## src/hw/rtl/pesb_pkg.sv

```systemverilog
package pesb_pkg;

    localparam int FixedW = 16;
    localparam int WordW  = 32;
    localparam int ModeW  = 3;

    // Operation codes carried in the mode field of an input item.
    localparam logic [ModeW-1:0] MODE_RAISE   = 3'd0;
    localparam logic [ModeW-1:0] MODE_SERVICE = 3'd1;
    localparam logic [ModeW-1:0] MODE_WR_FEN  = 3'd2;
    localparam logic [ModeW-1:0] MODE_WR_GEN  = 3'd3;
    localparam logic [ModeW-1:0] MODE_COLLECT = 3'd4;

    typedef struct packed {
        logic [ModeW-1:0]  mode;
        logic [FixedW-1:0] fixed_raise;
        logic [WordW-1:0]  general_raise;
        logic [WordW-1:0]  write_value;
    } in_item_t;

    typedef struct packed {
        logic              sci_request;
        logic              sci_enabled;
        logic [FixedW-1:0] fixed_enable_now;
        logic [WordW-1:0]  general_enable_now;
        logic [FixedW-1:0] fixed_events;
        logic [WordW-1:0]  general_events;
        logic              events_valid;
    } out_item_t;

endpackage

```

## src/hw/rtl/power_event_status_enable_block.sv

```systemverilog
// Power-management event block: fixed and general-purpose event status
// words, their enable words, an SCI-enable flag and sticky event latches.
//
// Input channel (in_valid, in_stall, in_item): each item carries a mode
// (raise, service, write fixed enable, write general enable, collect) and
// its operands. An item is taken at a clock edge where in_valid is high and
// in_stall is low. Every item produces exactly one result item.
// Output channel (out_valid, out_stall, out_item): the result is held in a
// single output register and appears in the cycle after its item is taken.
// The state update and the result are computed in one pass of mask logic
// between the input port and the state and result registers, so one item
// is taken in every cycle while the receiver keeps taking results.
// When the receiver stalls a waiting result, in_stall rises in the same
// cycle and the held result stays unchanged until it is taken.
// Configuration: cfg_we writes cfg_wdata into the level-trigger mask. The user
// must write it only while the block is idle; the block itself does not enforce this.
// Reset (rst_n, asynchronous, active low) clears all status, enable, latch
// and SCI state, the level mask and the output valid flag.
module power_event_status_enable_block #(
    parameter int GENERAL_BITS = 32
) (
    input  logic                          clk,
    input  logic                          rst_n,
    input  logic                          cfg_we,
    input  logic [pesb_pkg::WordW-1:0]    cfg_wdata,
    input  logic                          in_valid,
    output logic                          in_stall,
    input  pesb_pkg::in_item_t            in_item,
    output logic                          out_valid,
    input  logic                          out_stall,
    output pesb_pkg::out_item_t           out_item
);

    // Working width that holds both a port word and a general word.
    localparam int WideW = (GENERAL_BITS > pesb_pkg::WordW) ? GENERAL_BITS : pesb_pkg::WordW;

    logic [pesb_pkg::WordW-1:0]  level_mask_reg;
    logic [pesb_pkg::FixedW-1:0] fixed_status_reg, fixed_status_next;
    logic [pesb_pkg::FixedW-1:0] fixed_enable_reg, fixed_enable_next;
    logic [pesb_pkg::FixedW-1:0] fixed_latch_reg, fixed_latch_next;
    logic [GENERAL_BITS-1:0]     general_status_reg, general_status_next;
    logic [GENERAL_BITS-1:0]     general_enable_reg, general_enable_next;
    logic [GENERAL_BITS-1:0]     general_latch_reg, general_latch_next;
    logic                        sci_on_reg, sci_on_next;
    logic                        out_valid_reg, out_valid_next;
    pesb_pkg::out_item_t         out_item_reg, out_item_next;

    logic                        accept;
    logic [WideW-1:0]            raise_wide, wval_wide, level_wide;
    logic [WideW-1:0]            gen_enable_wide, gen_latch_wide;
    logic [GENERAL_BITS-1:0]     graise, gwval, glevel;

    // A result waiting behind a stalled receiver blocks the input; otherwise
    // the output register is free or drains in this very cycle.
    assign in_stall = out_valid_reg && out_stall;
    assign accept   = in_valid && !in_stall;

    // Bring the 32-bit port words to the general word width.
    assign raise_wide = WideW'(in_item.general_raise);
    assign wval_wide  = WideW'(in_item.write_value);
    assign level_wide = WideW'(level_mask_reg);
    assign graise     = raise_wide[GENERAL_BITS-1:0];
    assign gwval      = wval_wide[GENERAL_BITS-1:0];
    assign glevel     = level_wide[GENERAL_BITS-1:0];

    always_comb
    begin
        logic [pesb_pkg::FixedW-1:0] ftaken;
        logic [pesb_pkg::FixedW-1:0] fval;
        logic [GENERAL_BITS-1:0]     gtaken;
        logic [GENERAL_BITS-1:0]     glvl;
        logic                        collect;

        ftaken = fixed_status_reg & fixed_enable_reg;
        gtaken = general_status_reg & general_enable_reg;
        glvl   = gtaken & glevel;
        fval   = in_item.write_value[pesb_pkg::FixedW-1:0];
        collect = 1'b0;

        fixed_status_next   = fixed_status_reg;
        fixed_enable_next   = fixed_enable_reg;
        fixed_latch_next    = fixed_latch_reg;
        general_status_next = general_status_reg;
        general_enable_next = general_enable_reg;
        general_latch_next  = general_latch_reg;
        sci_on_next         = sci_on_reg;

        unique case (in_item.mode)
            pesb_pkg::MODE_RAISE:
            begin
                fixed_status_next   = fixed_status_reg | in_item.fixed_raise;
                general_status_next = general_status_reg | graise;
            end
            pesb_pkg::MODE_SERVICE:
            begin
                // Level events are masked off; edge events are acknowledged.
                fixed_status_next   = fixed_status_reg & ~ftaken;
                general_enable_next = general_enable_reg & ~glvl;
                general_status_next = general_status_reg & ~(gtaken & ~glvl);
                fixed_latch_next    = fixed_latch_reg | ftaken;
                general_latch_next  = general_latch_reg | gtaken;
            end
            pesb_pkg::MODE_WR_FEN:
            begin
                fixed_status_next = fixed_status_reg & ~(fval & ~fixed_enable_reg);
                if (fval != '0)
                begin
                    sci_on_next = 1'b1;
                end
                else if (general_enable_reg == '0 && sci_on_reg)
                begin
                    fixed_status_next   = '0;
                    general_status_next = '0;
                    general_enable_next = '0;
                    sci_on_next         = 1'b0;
                end
                fixed_enable_next = fval;
            end
            pesb_pkg::MODE_WR_GEN:
            begin
                general_status_next = general_status_reg & ~(gwval & ~general_enable_reg);
                if (gwval != '0)
                begin
                    sci_on_next = 1'b1;
                end
                else if (fixed_enable_reg == '0 && sci_on_reg)
                begin
                    fixed_status_next   = '0;
                    general_status_next = '0;
                    fixed_enable_next   = '0;
                    sci_on_next         = 1'b0;
                end
                general_enable_next = gwval;
            end
            pesb_pkg::MODE_COLLECT:
            begin
                collect            = 1'b1;
                fixed_latch_next   = '0;
                general_latch_next = '0;
            end
            default:
            begin
                // Unused codes leave the state alone and report it.
            end
        endcase

        gen_enable_wide = WideW'(general_enable_next);
        gen_latch_wide  = WideW'(general_latch_reg);

        out_item_next.sci_request = sci_on_next &&
            (((fixed_status_next & fixed_enable_next) != '0) ||
             ((general_status_next & general_enable_next) != '0));
        out_item_next.sci_enabled        = sci_on_next;
        out_item_next.fixed_enable_now   = fixed_enable_next;
        out_item_next.general_enable_now = gen_enable_wide[pesb_pkg::WordW-1:0];
        out_item_next.fixed_events       = collect ? fixed_latch_reg : '0;
        out_item_next.general_events     = collect ? gen_latch_wide[pesb_pkg::WordW-1:0] : '0;
        out_item_next.events_valid       = collect &&
            (fixed_latch_reg != '0 || general_latch_reg != '0);

        if (accept)
        begin
            out_valid_next = 1'b1;
        end
        else if (!out_stall)
        begin
            out_valid_next = 1'b0;
        end
        else
        begin
            out_valid_next = out_valid_reg;
        end
    end

    always_ff @(posedge clk or negedge rst_n)
    begin
        if (!rst_n)
        begin
            level_mask_reg     <= '0;
            fixed_status_reg   <= '0;
            fixed_enable_reg   <= '0;
            fixed_latch_reg    <= '0;
            general_status_reg <= '0;
            general_enable_reg <= '0;
            general_latch_reg  <= '0;
            sci_on_reg         <= 1'b0;
            out_valid_reg      <= 1'b0;
        end
        else
        begin
            if (cfg_we)
            begin
                level_mask_reg <= cfg_wdata;
            end
            if (accept)
            begin
                fixed_status_reg   <= fixed_status_next;
                fixed_enable_reg   <= fixed_enable_next;
                fixed_latch_reg    <= fixed_latch_next;
                general_status_reg <= general_status_next;
                general_enable_reg <= general_enable_next;
                general_latch_reg  <= general_latch_next;
                sci_on_reg         <= sci_on_next;
            end
            out_valid_reg <= out_valid_next;
        end
    end

    // Result payload register: loads only when an item is taken.
    always_ff @(posedge clk)
    begin
        if (accept)
        begin
            out_item_reg <= out_item_next;
        end
    end

    assign out_valid = out_valid_reg;
    assign out_item  = out_item_reg;

    // With SCI off, both enable words must be zero: SCI only drops on shutdown.
    a_sci_off_no_enables: assert property (@(posedge clk) disable iff (!rst_n)
        !sci_on_reg |-> (fixed_enable_reg == '0 && general_enable_reg == '0))
        else $error("enable bits set while SCI is off");

    // A taken collect item empties both latches.
    a_collect_clears: assert property (@(posedge clk) disable iff (!rst_n)
        accept && in_item.mode == pesb_pkg::MODE_COLLECT |=>
            (fixed_latch_reg == '0 && general_latch_reg == '0))
        else $error("latches not cleared by collect");

    // Every taken item leaves a result in the output register.
    a_accept_gives_result: assert property (@(posedge clk) disable iff (!rst_n)
        accept |=> out_valid_reg)
        else $error("taken item produced no result");

    // An SCI request is only ever reported with SCI enabled.
    a_request_needs_sci: assert property (@(posedge clk) disable iff (!rst_n)
        out_valid_reg |-> (!out_item_reg.sci_request || out_item_reg.sci_enabled))
        else $error("SCI request without SCI enable");

    // Nonzero collected event words always come with the events flag. The
    // flag alone may be set by general bits above the visible word.
    a_events_flag: assert property (@(posedge clk) disable iff (!rst_n)
        out_valid_reg && (out_item_reg.fixed_events != '0 ||
            out_item_reg.general_events != '0) |-> out_item_reg.events_valid)
        else $error("events_valid disagrees with event words");

endmodule

```

## config.mk

```make
export PLATFORM = sky130hd
export DESIGN_NAME = power_event_status_enable_block
export DESIGN_NICKNAME = d
export VERILOG_FILES = /design/src/hw/rtl/pesb_pkg.sv /design/src/hw/rtl/power_event_status_enable_block.sv
export SDC_FILE = /design/constraint.sdc
export NUM_CORES = 1
export LEC_CHECK = 0
export ABC_AREA = 1
export BUFFER_PORTS_ARGS = -buffer_cell sky130_fd_sc_hd__buf_4
export CORE_ASPECT_RATIO = 0.7
export CORE_UTILIZATION = 25
export DETAILED_ROUTE_END_ITERATION = 6
export SYNTH_ARGS = -nofsm -noshare
export SYNTH_HDL_FRONTEND = slang
export SYNTH_SLANG_ARGS = --single-unit
```

## constraint.sdc

```tcl
create_clock -name clk -period 8.7 [get_ports clk]
set_input_delay 2.175 -clock clk [delete_from_list [all_inputs] [get_ports clk]]
set_output_delay 2.175 -clock clk [all_outputs]
set_load 0.005 [all_outputs]
```

==> flow_summary.ini <==
[power_and_ir_drop]
p_per_area_nw_per_um2 = 221
p_comb_share_pct = 20.1
switchingPower_mw = 1.21
irDropWorstVdd_mv = 0.152
finalPower_mw = 3.85
pwr-share-clk_pct = 35.9
power_leakage_nw = 7.85
pwr-share-seq_pct = 44.0
swShare_pct = 31.4
internal-power_mw = 2.64

[clock_tree]
cts_root_buf = clkbuf_16
cts_buffer_depth = 3
clkTransAtPathRegs_ns = 0.07
cts_buffers = 31
clkSinkCount = 277
cts.htree.levels = 1
cts_tree = yes
clock_latency_ns = 0.60
cts_hold_buffers = 0
post_cts_buffers = 0
postCtsResizedCells = 0

[sta]
tightest_slew_ns = 1.03
slew_violations = 0
setup_viol = 0
final.period_utilization_pct = 60.8
relSlewSlack_pct = 31.2
rsz0062_at_grt = false
finClkSkew_ns = 0.0301
hold_ws_ns = 0.489
hold_viol = 0
max_freq_ghz = 0.189
fin_crit_ns = 5.29
fin_setup_tns_ns = 0

[finish]
finish.utilization_pct = 31.5
largest_register_ffs = 99
areaGrowthSynthToFinish_pct = 24.1
diodes = 0
drive_gt1_share_pct = 17.4
layout.nets = 2036

[global_route]
grt_first_pass_wirelength_um = 77900
grt_max_degree = 86
overflow = 0
grtUsageTotal_pct = 17.7
grt_pass1_vias = 12500
antenna_found_initial = 0

[die]
io_pins = 221
die_w_um = 285
initial_utilization_pct = 25.4
die_h_um = 200
die_area_um2 = 57100
core_area_um2 = 55300
std_cell_rows = 72

[placed_design]
gp_congestion = 0.866
io_buffers = 220
hpwl_um = 35100

[yosys]
synth_cells = 1735
syn_area_um2 = 14000
synth_largest_area_cell = dfrtp_1
synth.distinct_cells = 29
synth-edff-count = 99
synth_top_cells_by_area = dfrtp_1 (32%), edfxtp_1 (21%), nand2_1 (11%)
synth_commonest_cells = nand2_1 (427), inv_1 (187), dfrtp_1 (178), nand3_1 (175), nor2_1 (173)
yosys_warnings = 0
async_reset_ff_share_pct = 64.3
synth.top_cell.area_share_pct = 31.8
ys_ff_latch = 277
yosysSeqAreaShare_pct = 53.0
syn_avg_cell_area_um2 = 8.08
synth_ff_type = dfrtp_1
yosysMostFrequentCell = nand2_1
syn_nets = 1855

[hold_path]
min-delay-start = out_valid
hold_class = reg2reg

[run_status]
status = completed

[worst_setup_path]
cp_max_fo = 35
cp_cell_sequence = buf_4 -> inv_2 -> nor2_4 -> nand2_2 -> inv_2 -> nand2_4 -> nand3_1 -> nand2_1 -> nand2_1 -> nand2_1 -> nand2_1 -> nor2_1 -> nand2_1 -> nor2_1 -> nand3_1 -> nand2_1 -> inv_1
rr_startpoint = fixed_enable_reg[6]
timing_worst_setup_path_type = in2reg
cpPeakStageDelay_ns = 0.75
critPathRequiredTime_ns = 9.06
path_common_cell = nand2_1
crit_start = in_item[81]
crit_path_start_kind = primary input
cp.arrival_ns = 5.65
endpoint_kind = flop
slowest_stage = nand2_2

[detailed_routing]
firstDrtPassIters = 7
routed_wl_um = 51100
drtIter0Drc = 1139
vias_per_cell = 4.79
vias = 12800
ant_nets = 0
drc_errors = 0
drt-wirelength-per-cell_um = 19.0

[job]
maxCapViolCount = 0
-- area by class of cell --
| class | count | area, um^2 |
|---|---|---|
| Inverter | 207 | 777 |
| Clock inverter | 20 | 233 |
| Tap cell | 740 | 926 |
| Fill cell | 5839 | 37900 |
| Multi-Input combinational cell | 1163 | 5450 |
| Sequential cell | 277 | 7430 |
| Timing Repair Buffer | 236 | 1780 |
| Clock buffer | 38 | 822 |
-- routing by layer --
layer | track usage (%) | wire length (um)
met4 | 4.45 | 1220
met2 | 26.5 | 22100
met1 | 25.7 | 23900
met3 | 3.61 | 3760
met5 | 0 | 0
-- cells by family after synthesis --
| logic type | after synthesis | synth area share, % |
|---|---|---|
| flops | 277 | 53.0 |
| simple gates | 801 | 23.6 |
| compound gates | 362 | 14.9 |
| buf+inv | 295 | 8.50 |
-- critical path: cells and delay by family --
family	cells	cell delay, ns
simple gates	13	2.57
buf+inv	4	0.86
-- cell usage in the layout (no fill, tap or decap), types with 31 or more instances in the layout --
| master | count |
|---|---|
| clkbuf_16 | 31 |
| buf_4 | 235 |
| nand3_1 | 175 |
| dfrtp_1 | 178 |
| inv_1 | 186 |
| nor2_1 | 170 |
| o21ai_0 | 139 |
| nand2_1 | 426 |
| a21oi_1 | 110 |
| o211ai_1 | 32 |
| o2111ai_1 | 32 |
| edfxtp_1 | 99 |
-- worst paths after layout --
kind                       cells past startpoint                 end  slack (ns)
max                                           17        out_item[98]        3.41
min                                            2           out_valid        0.49
min in group asynchronous                      1           glevel[7]        1.50
max in group asynchronous                      2  gen_latch_wide[24]        5.81
min reg2reg                                    2           out_valid        0.49
max reg2reg                                   16        out_item[98]        5.37
-- power by group through the flow --
stage / logic, mW / registers, mW / clock network (mW)
after CTS: 0.779 / 1.69 / 1.42
final: 0.774 / 1.70 / 1.39
after global routing: 0.876 / 1.72 / 1.48
after floorplan: 0.462 / 1.69 / 0
after global placement: 0.761 / 1.71 / 0
after detailed placement: 0.774 / 1.72 / 0
-- stage by stage --
stage,std cells,setup slack (ns),area (um^2)
3_3_place_gp,2623,2.88,16400
4_1_cts,2681,3.49,17400
6_report,2681,3.41,17400
5_1_grt,2681,3.31,17400
2_1_floorplan,1735,2.56,14000
3_5_place_dp,2623,2.88,16400
No activity file was read; power rests on OpenSTA's default activity.
